**src/hdl/billboard_corner_expander_defines.svh**
```systemverilog
// Assertion macros for the billboard corner expander.
// Each macro expects signals named clk and rst in the scope where it is used.
`ifndef BILLBOARD_CORNER_EXPANDER_DEFINES_SVH
`define BILLBOARD_CORNER_EXPANDER_DEFINES_SVH

`ifndef SYNTHESIS
`define BCE_ASSERT(label, cond) \
  label: assert property (@(posedge clk) disable iff (rst) (cond)) \
    else $error("billboard_corner_expander check failed");
`define BCE_ASSERT_NEXT(label, pre, post) \
  label: assert property (@(posedge clk) disable iff (rst) (pre) |=> (post)) \
    else $error("billboard_corner_expander check failed");
`else
`define BCE_ASSERT(label, cond)
`define BCE_ASSERT_NEXT(label, pre, post)
`endif

`endif

```
**src/hdl/bce_pkg.sv**
```systemverilog
`timescale 1ns / 1ps
package bce_pkg;

  localparam int COORD_W    = 32;
  localparam int VEC_W      = 16;
  localparam int SIZE_W     = 16;
  localparam int OFF_W      = 25;
  localparam int SUM_W      = 34;
  localparam int CFG_IDX_W  = 8;
  localparam int CFG_DATA_W = 32;
  localparam int CORNER_W   = 2;
  localparam int S_DATA_W   = 3 * COORD_W;
  localparam int M_DATA_W   = 3 * COORD_W;
  localparam int M_USER_W   = CORNER_W + 1;

  localparam logic signed [VEC_W-1:0] RIGHT_X_RST = 16'sd16384;
  localparam logic signed [VEC_W-1:0] RIGHT_Y_RST = 16'sd0;
  localparam logic signed [VEC_W-1:0] RIGHT_Z_RST = 16'sd0;
  localparam logic signed [VEC_W-1:0] UP_X_RST    = 16'sd0;
  localparam logic signed [VEC_W-1:0] UP_Y_RST    = 16'sd16384;
  localparam logic signed [VEC_W-1:0] UP_Z_RST    = 16'sd0;
  localparam logic [2*SIZE_W-1:0]     QUAD_SIZE_RST = '0;

  localparam logic signed [COORD_W-1:0] COORD_MAX = {1'b0, {(COORD_W-1){1'b1}}};
  localparam logic signed [COORD_W-1:0] COORD_MIN = {1'b1, {(COORD_W-1){1'b0}}};

  typedef enum logic [CFG_IDX_W-1:0] {
    REG_RIGHT_X     = 8'd0,
    REG_RIGHT_Y     = 8'd1,
    REG_RIGHT_Z     = 8'd2,
    REG_UP_X        = 8'd3,
    REG_UP_Y        = 8'd4,
    REG_UP_Z        = 8'd5,
    REG_QUAD_SIZE   = 8'd6,
    REG_FACING_MODE = 8'd7
  } cfg_reg_t;

  typedef enum logic {
    FACING_SPHERICAL   = 1'b0,
    FACING_CYLINDRICAL = 1'b1
  } facing_t;

  typedef struct packed {
    logic signed [OFF_W-1:0] right_x;
    logic signed [OFF_W-1:0] right_y;
    logic signed [OFF_W-1:0] right_z;
    logic signed [OFF_W-1:0] up_x;
    logic signed [OFF_W-1:0] up_y;
    logic signed [OFF_W-1:0] up_z;
  } offset_t;

  typedef struct packed {
    logic right_pos;
    logic up_pos;
  } corner_sel_t;

endpackage

```
**src/hdl/bce_offset_calc.sv**
```systemverilog
`timescale 1ns / 1ps
module bce_offset_calc (
  input  logic                           clk,
  input  logic                           rst,
  input  logic                           cfg_write,
  input  logic [bce_pkg::CFG_IDX_W-1:0]  cfg_index,
  input  logic [bce_pkg::CFG_DATA_W-1:0] cfg_data,
  output bce_pkg::offset_t               offsets
);
  import bce_pkg::*;

  logic signed [VEC_W-1:0] right_x;
  logic signed [VEC_W-1:0] right_y;
  logic signed [VEC_W-1:0] right_z;
  logic signed [VEC_W-1:0] up_x;
  logic signed [VEC_W-1:0] up_y;
  logic signed [VEC_W-1:0] up_z;
  logic [2*SIZE_W-1:0]     quad_size;
  facing_t                 facing_mode;
  offset_t                 offsets_next;
  logic [SIZE_W-1:0]       width;
  logic [SIZE_W-1:0]       height;

  // Vector times size, halved, rounded half up to Q16.16 (a floor of n / 128).
  function automatic logic signed [OFF_W-1:0] scale_half(
    input logic signed [VEC_W-1:0] vec,
    input logic [SIZE_W-1:0]       size
  );
    logic signed [SUM_W-1:0] n;
    n = SUM_W'(vec) * $signed({{(SUM_W-SIZE_W){1'b0}}, size}) + SUM_W'(64);
    return n[OFF_W+6:7];
  endfunction

  always_ff @(posedge clk) begin
    if (rst) begin
      right_x     <= RIGHT_X_RST;
      right_y     <= RIGHT_Y_RST;
      right_z     <= RIGHT_Z_RST;
      up_x        <= UP_X_RST;
      up_y        <= UP_Y_RST;
      up_z        <= UP_Z_RST;
      quad_size   <= QUAD_SIZE_RST;
      facing_mode <= FACING_SPHERICAL;
    end else if (cfg_write) begin
      unique case (cfg_index)
        REG_RIGHT_X:     right_x     <= cfg_data[VEC_W-1:0];
        REG_RIGHT_Y:     right_y     <= cfg_data[VEC_W-1:0];
        REG_RIGHT_Z:     right_z     <= cfg_data[VEC_W-1:0];
        REG_UP_X:        up_x        <= cfg_data[VEC_W-1:0];
        REG_UP_Y:        up_y        <= cfg_data[VEC_W-1:0];
        REG_UP_Z:        up_z        <= cfg_data[VEC_W-1:0];
        REG_QUAD_SIZE:   quad_size   <= cfg_data[2*SIZE_W-1:0];
        REG_FACING_MODE: facing_mode <= facing_t'(cfg_data[0]);
        default: ;
      endcase
    end
  end

  assign width  = quad_size[SIZE_W-1:0];
  assign height = quad_size[2*SIZE_W-1:SIZE_W];

  always_comb begin
    offsets_next.right_x = scale_half(right_x, width);
    offsets_next.right_y = scale_half(right_y, width);
    offsets_next.right_z = scale_half(right_z, width);
    offsets_next.up_y    = scale_half(up_y, height);
    if (facing_mode == FACING_CYLINDRICAL) begin
      offsets_next.up_x = '0;
      offsets_next.up_z = '0;
    end else begin
      offsets_next.up_x = scale_half(up_x, height);
      offsets_next.up_z = scale_half(up_z, height);
    end
  end

  // Offsets are registered from the configuration registers; the input stage covers that delay.
  always_ff @(posedge clk) begin
    offsets <= offsets_next;
  end

endmodule

```
**src/hdl/bce_axis_sum.sv**
```systemverilog
`timescale 1ns / 1ps
module bce_axis_sum (
  input  logic signed [bce_pkg::COORD_W-1:0] center,
  input  logic signed [bce_pkg::OFF_W-1:0]   up_off,
  input  logic signed [bce_pkg::OFF_W-1:0]   right_off,
  input  bce_pkg::corner_sel_t               sel,
  output logic signed [bce_pkg::COORD_W-1:0] pos,
  output logic                               clip
);
  import bce_pkg::*;

  logic signed [SUM_W-1:0] up_term;
  logic signed [SUM_W-1:0] right_term;
  logic signed [SUM_W-1:0] sum;

  always_comb begin
    up_term    = sel.up_pos    ? SUM_W'(up_off)    : -SUM_W'(up_off);
    right_term = sel.right_pos ? SUM_W'(right_off) : -SUM_W'(right_off);
    sum        = SUM_W'(center) + up_term + right_term;
    clip       = (sum[SUM_W-1:COORD_W-1] != '0) && (sum[SUM_W-1:COORD_W-1] != '1);
    if (!clip) begin
      pos = sum[COORD_W-1:0];
    end else if (sum[SUM_W-1]) begin
      pos = COORD_MIN;
    end else begin
      pos = COORD_MAX;
    end
  end

endmodule

```
**src/hdl/billboard_corner_expander.sv**
```systemverilog
`timescale 1ns / 1ps
// Expands billboard centre vertices into camera-facing quad corners, one result per input
// transfer, at a sustained rate of one vertex per clock while m_tready stays high, through
// an input register and then a result register. Corner offsets are precomputed from the
// configuration by six parallel multipliers into registers, so each vertex only needs one
// three-way add and a saturation per axis. The corner counter cycles -up-right, -up+right,
// +up-right, +up+right and returns to the first corner after a transfer with s_tlast set.
// Write the configuration only while no vertex is in flight.
module billboard_corner_expander (
  input  logic                           clk,
  input  logic                           rst,
  input  logic                           cfg_valid,
  output logic                           cfg_ready,
  input  logic [bce_pkg::CFG_IDX_W-1:0]  cfg_index,
  input  logic [bce_pkg::CFG_DATA_W-1:0] cfg_data,
  input  logic                           s_tvalid,
  output logic                           s_tready,
  // s_tdata fields from bit 0: center_x[31:0], center_y[63:32], center_z[95:64].
  input  logic [bce_pkg::S_DATA_W-1:0]   s_tdata,
  input  logic                           s_tlast,
  output logic                           m_tvalid,
  input  logic                           m_tready,
  // m_tdata fields from bit 0: pos_x[31:0], pos_y[63:32], pos_z[95:64].
  output logic [bce_pkg::M_DATA_W-1:0]   m_tdata,
  // m_tuser fields from bit 0: corner_index[1:0], clipped[2].
  output logic [bce_pkg::M_USER_W-1:0]   m_tuser
);
  import bce_pkg::*;

  offset_t                   offsets;
  logic [CORNER_W-1:0]       corner_count;
  logic [CORNER_W-1:0]       corner_count_next;
  logic                      in_valid;
  logic signed [COORD_W-1:0] in_x;
  logic signed [COORD_W-1:0] in_y;
  logic signed [COORD_W-1:0] in_z;
  logic [CORNER_W-1:0]       in_corner;
  corner_sel_t               sel;
  logic signed [COORD_W-1:0] pos_x;
  logic signed [COORD_W-1:0] pos_y;
  logic signed [COORD_W-1:0] pos_z;
  logic                      clip_x;
  logic                      clip_y;
  logic                      clip_z;
  logic                      out_free;
  logic                      in_move;
  logic                      accept;

  assign cfg_ready = 1'b1;

  bce_offset_calc u_offset_calc (
    .clk       (clk),
    .rst       (rst),
    .cfg_write (cfg_valid && cfg_ready),
    .cfg_index (cfg_index),
    .cfg_data  (cfg_data),
    .offsets   (offsets)
  );

  assign out_free = !m_tvalid || m_tready;
  assign in_move  = in_valid && out_free;
  assign s_tready = !in_valid || out_free;
  assign accept   = s_tvalid && s_tready;

  assign corner_count_next = s_tlast ? '0 : corner_count + CORNER_W'(1);

  always_ff @(posedge clk) begin
    if (rst) begin
      corner_count <= '0;
      in_valid     <= 1'b0;
    end else begin
      if (accept) begin
        corner_count <= corner_count_next;
      end
      if (accept) begin
        in_valid <= 1'b1;
      end else if (in_move) begin
        in_valid <= 1'b0;
      end
    end
  end

  always_ff @(posedge clk) begin
    if (accept) begin
      in_x      <= s_tdata[COORD_W-1:0];
      in_y      <= s_tdata[2*COORD_W-1:COORD_W];
      in_z      <= s_tdata[3*COORD_W-1:2*COORD_W];
      in_corner <= corner_count;
    end
  end

  assign sel.right_pos = in_corner[0];
  assign sel.up_pos    = in_corner[1];

  bce_axis_sum u_sum_x (
    .center    (in_x),
    .up_off    (offsets.up_x),
    .right_off (offsets.right_x),
    .sel       (sel),
    .pos       (pos_x),
    .clip      (clip_x)
  );

  bce_axis_sum u_sum_y (
    .center    (in_y),
    .up_off    (offsets.up_y),
    .right_off (offsets.right_y),
    .sel       (sel),
    .pos       (pos_y),
    .clip      (clip_y)
  );

  bce_axis_sum u_sum_z (
    .center    (in_z),
    .up_off    (offsets.up_z),
    .right_off (offsets.right_z),
    .sel       (sel),
    .pos       (pos_z),
    .clip      (clip_z)
  );

  always_ff @(posedge clk) begin
    if (rst) begin
      m_tvalid <= 1'b0;
    end else if (in_move) begin
      m_tvalid <= 1'b1;
    end else if (m_tready) begin
      m_tvalid <= 1'b0;
    end
  end

  always_ff @(posedge clk) begin
    if (in_move) begin
      m_tdata <= {pos_z, pos_y, pos_x};
      m_tuser <= {clip_x || clip_y || clip_z, in_corner};
    end
  end

`include "billboard_corner_expander_defines.svh"

  `BCE_ASSERT_NEXT(a_group_restart, accept && s_tlast, corner_count == '0)
  `BCE_ASSERT_NEXT(a_corner_advance, accept && !s_tlast, corner_count == $past(corner_count) + CORNER_W'(1))
  `BCE_ASSERT(a_clip_saturated, !(m_tvalid && m_tuser[CORNER_W]) || m_tdata[COORD_W-1:0] == COORD_MAX || m_tdata[COORD_W-1:0] == COORD_MIN || m_tdata[2*COORD_W-1:COORD_W] == COORD_MAX || m_tdata[2*COORD_W-1:COORD_W] == COORD_MIN || m_tdata[3*COORD_W-1:2*COORD_W] == COORD_MAX || m_tdata[3*COORD_W-1:2*COORD_W] == COORD_MIN)
  `BCE_ASSERT_NEXT(a_no_output_without_input, !in_valid && !m_tvalid, !m_tvalid)

endmodule

```
**config.mk**
```make
export PLATFORM = sky130hd
export DESIGN_NAME = billboard_corner_expander
export DESIGN_NICKNAME = d
export VERILOG_FILES = /design/src/hdl/bce_pkg.sv /design/src/hdl/bce_offset_calc.sv /design/src/hdl/bce_axis_sum.sv /design/src/hdl/billboard_corner_expander.sv
export VERILOG_INCLUDE_DIRS = /design/src /design/src/hdl
export SDC_FILE = /design/constraint.sdc
export NUM_CORES = 2
export LEC_CHECK = 0
export BUFFER_PORTS_ARGS = -buffer_cell sky130_fd_sc_hd__buf_2
export CAP_MARGIN = 15
export CORE_UTILIZATION = 45
export DETAILED_ROUTE_END_ITERATION = 10
export GPL_TIMING_DRIVEN = 1
export PLACE_DENSITY = 0.58
export SYNTH_ARGS = -nofsm -noshare
export SYNTH_HDL_FRONTEND = slang
export SYNTH_SLANG_ARGS = --single-unit
```
**constraint.sdc**
```tcl
create_clock -name clk -period 7.39 [get_ports clk]
set_input_delay 0.3695 -clock clk [delete_from_list [all_inputs] [get_ports clk]]
set_output_delay 0.3695 -clock clk [all_outputs]
set_load 0.005 [all_outputs]
```
==> reports/summary.txt <==
Total wire length - 214900 µm
Final setup vio count - 0
Setup slack, reg-to-reg - 0.35 ns
FF+latch area - 11600 µm²
Max-slew headroom - 28.93%
Crit-path slowest cell - fa_1
Nets - 10590
First-pass GRT wire length - 332900 µm
Clock Tree Buf Depth - 3
Top_reg_cell synth - dfxtp_1
Mux share of post-synthesis cell area - 1.206%
DRC viols - 192
Die width - 409.8 µm
Synth Area in Adders - 46.92%
Hold_sp - cfg_data[18]
Largest net degree at the start of global routing - 72
Clock skew - 0.05060 ns
Number of fill cells - 15390
EDFF count, synth - 197
Hold WC Path Type - in2reg
Launch point of the worst reg-to-reg path - u_offset_calc.quad_size[23]
Xor and xnor area share after synthesis - 4.448%
Total GRT Usage - 25.80%
Die area - 167900 µm²
CP endpoint kind - flip-flop
WHS - 0.1378 ns
Critical Path Source Type - flip-flop
Async SR Flop Fraction - 0%
Reg2reg end - u_offset_calc.offsets[49]
Fmax - 142.0 MHz
Worst EP required - 7.95 ns
Via count - 55270
Share of cells above drive strength 1 - 7.751%
CTS Buf Count - 66
CP delay by family, top - adder cells
Simple-Gate Fraction of Synth Area - 15.42%
H-tree depth - 3
Multi-input gate area - 55920 µm²
Number of port buffers - 242
Drt first pass iters - 8
Hold path depth - 3
Net count after synthesis - 10330
Crit Path Class - reg2reg
Post-DP HPWL - 172200 µm
Largest family of logic cells by synthesized area - adder cells
Tightest Pin Transition - 1.060 ns
Failing checks - DRC
Cell mode on critical path - fa_1
Synth Area in Compound Gates - 6.673%
Starting Density - 45.35%
Worst path buffer plus inverter count - 8
Slowest Stage Delay on Critical Path - 0.56 ns
Antenna violations before repair - 16
FF+latch count, synth - 480
Status - finished, violations left
Final Max Slew Viols - 0
CTS root buffer - clkbuf_16
Synth Instances - 8138
Top Ports - 244
Overall Power - 7.079 mW
TNS Setup - 0 ns
RSZ-0062 raised after global routing - false
Seq/Total Area, Yosys - 15.48%
GR Overflow Total - 0
Avg WL per Cell - 20.18 µm
FF-to-FF path depth - 27
Post-Syn Area - 74820 µm²
Max VDD drop - 0.1557 mV
Core Region - 165000 µm²
Via/cell ratio - 5.190
Die Span Y - 409.8 µm
Final Hold Fails - 0
Area added between synthesis and finish - 10.46%
Clock-pin slew on the worst setup and hold paths - 0.05 ns
Max-cap violations - 0
RD Place Congestion - 0.9090
Clock Latency Late Sink - 0.70 ns
Vias in the first global route - 57450
Initial drt markers - 3611
FP Rows - 149
Synth cell types - 92
Post-route ant nets - 0
Critical path peak fanout - 41
Pwr/cell area - 85.66 nW/µm²
CTS Sinks - 480
Ys Warns - 0
Final Critical Period - 7.041 ns
CP arrival - 7.60 ns
Hold Path End - u_offset_calc.quad_size[18]
Fin crit share - 95.28%
CTS tree - done
# Post-CTS Setup Buffers - 0
Syn Area/Cell - 9.194 µm²
P_leak - 42.20 nW
==> how the worst max path moves through the flow <==
stage                                      startpoint                         to  slack, ns  cells after the start
final                     u_offset_calc.quad_size[23]  u_offset_calc.offsets[49]       0.35                     27
after global routing      u_offset_calc.quad_size[23]  u_offset_calc.offsets[49]       0.03                     25
after CTS                 u_offset_calc.quad_size[18]  u_offset_calc.offsets[49]       0.21                     28
after detailed placement  u_offset_calc.quad_size[18]  u_offset_calc.offsets[49]       0.21                     28
after global placement          u_offset_calc.up_y[4]  u_offset_calc.offsets[49]       0.32                     25
after floorplan                 u_offset_calc.up_y[8]  u_offset_calc.offsets[49]       0.78                     26
==> cell usage in the layout (no fill, tap or decap), types with 62 or more instances in the layout <==
cell type	netlist	layout
nand2b_1	67	67
dfxtp_1	283	265
nand2_1	1011	1011
buf_2	2	241
o21ai_0	155	155
nor3_1	84	80
and2_1	661	661
a21oi_1	302	302
inv_1	1590	1589
nor2_1	358	358
edfxtp_1	197	197
mux2i_1	62	62
xor2_1	194	194
clkbuf_16	0	66
fa_1	1266	1266
dlygate4sd3_1	0	113
ha_1	780	780
a21o_1	98	98
buf_4	1	182
xnor2_1	181	181
==> flip-flops by register name, summed over array words and instances, names as in the netlist <==
register / cells
u_offset_calc.offsets: 150
m_tdata: 96
in_x: 32
in_y: 32
in_z: 32
u_offset_calc.quad_size: 32
u_offset_calc.right_x: 16
u_offset_calc.right_y: 16
u_offset_calc.right_z: 16
u_offset_calc.up_x: 16
u_offset_calc.up_y: 16
u_offset_calc.up_z: 16
m_tuser: 3
corner_count: 2
in_corner: 2
in_valid: 1
m_tvalid: 1
u_offset_calc.facing_mode: 1
==> cell usage after synthesis (5+ instances only) <==
library cell | n | share of area, %
a2111oi_0 | 8 | 0.094
a211o_1 | 8 | 0.094
a211oi_1 | 21 | 0.21
a21boi_0 | 5 | 0.050
a21o_1 | 98 | 0.98
a21oi_1 | 302 | 2.0
a31o_2 | 6 | 0.070
a31oi_1 | 34 | 0.28
and2_1 | 661 | 5.5
and3_1 | 11 | 0.092
and3b_1 | 7 | 0.082
and4_1 | 9 | 0.11
buf_1 | 8 | 0.040
clkbuf_1 | 352 | 1.8
dfxtp_1 | 283 | 7.6
edfxtp_1 | 197 | 7.9
fa_1 | 1266 | 34
ha_1 | 780 | 13
inv_1 | 1590 | 8.0
mux2_2 | 25 | 0.38
mux2i_1 | 62 | 0.83
nand2_1 | 1011 | 5.1
nand2b_1 | 67 | 0.56
nand3_1 | 37 | 0.25
nand4_1 | 19 | 0.16
nor2_1 | 358 | 1.8
nor2b_1 | 35 | 0.29
nor3_1 | 84 | 0.56
nor3b_1 | 10 | 0.10
nor4_1 | 17 | 0.14
o211ai_1 | 17 | 0.17
o21a_1 | 40 | 0.40
o21ai_0 | 155 | 1.0
o21ai_1 | 5 | 0.033
o21bai_1 | 27 | 0.27
o31a_1 | 6 | 0.070
o31ai_1 | 16 | 0.16
o41ai_1 | 5 | 0.059
or2_2 | 11 | 0.092
or3_1 | 14 | 0.12
or4_1 | 10 | 0.10
xnor2_1 | 181 | 2.1
xor2_1 | 194 | 2.3
==> layout make-up <==
class | count | area share (%)
inverters | 1595 | 7.247
diodes | 10 | 0.03028
clock inverters | 38 | 0.5753
repair buffers | 556 | 4.966
multi-input cells | 5699 | 67.66
well taps | 2189 | 3.314
flip-flops and latches | 480 | 14.04
clock buffers | 82 | 2.168
==> through the flow <==
step	setup WS, ns	cell area (µm²)	instances	util [%]
finish	0.3489	82640	10650	50.09
global placement	0.3185	79210	10410	48.01
CTS	0.2061	82600	10640	50.07
detailed placement	0.2114	79210	10410	48.01
floorplan	0.7840	74820	8138	-
global route	0.03267	82620	10640	50.08
==> what timing repair did <==
action / CTS / global route
resized for setup: 0 / 9
endpoints found under the setup margin: 0 / 7
hold buffers: 113 / 0
endpoints found under the hold margin: 114 / 0
==> worst reg2reg max path, delay by kind of cell, from the launching register on <==
family,cells,cell delay (ns)
adder cells (fa/ha/maj),7,3.26
AO/OA/AOI/OAI,7,1.81
buffers and inverters,8,0.89
AND/OR/NAND/NOR,4,0.44
flip-flops,1,0.38
XOR/XNOR,1,0.13
==> cells by family (layout without fill, tap and decap cells) <==
logic type | Yosys count | count (layout)
AOI/OAI and AO/OA | 802 | 802
xor gates and xnor gates | 377 | 377
adders and majority gates | 2046 | 2046
buffers and inverters | 1959 | 2271
DFF | 480 | 480
muxes | 87 | 87
other | 1 | 11
and+or+nand+nor | 2386 | 2386
==> layer usage <==
metal | wire length, µm | up-vias | GRT usage (%)
met4 | 4967 | 8 | 5.719
met5 | 63 | - | 0
met1 | 97230 | 27880 | 35.83
met2 | 97680 | 1545 | 41.76
met3 | 14980 | 262 | 4.754
li1 | - | 25570 | -
==> power by group <==
group / switching (mW) / internal, mW / total (mW)
Combinational: 0.470 / 0.281 / 0.751
Sequential: 0.0549 / 2.89 / 2.95
Clock: 1.42 / 1.97 / 3.38
(Power assumes the default switching activity.)
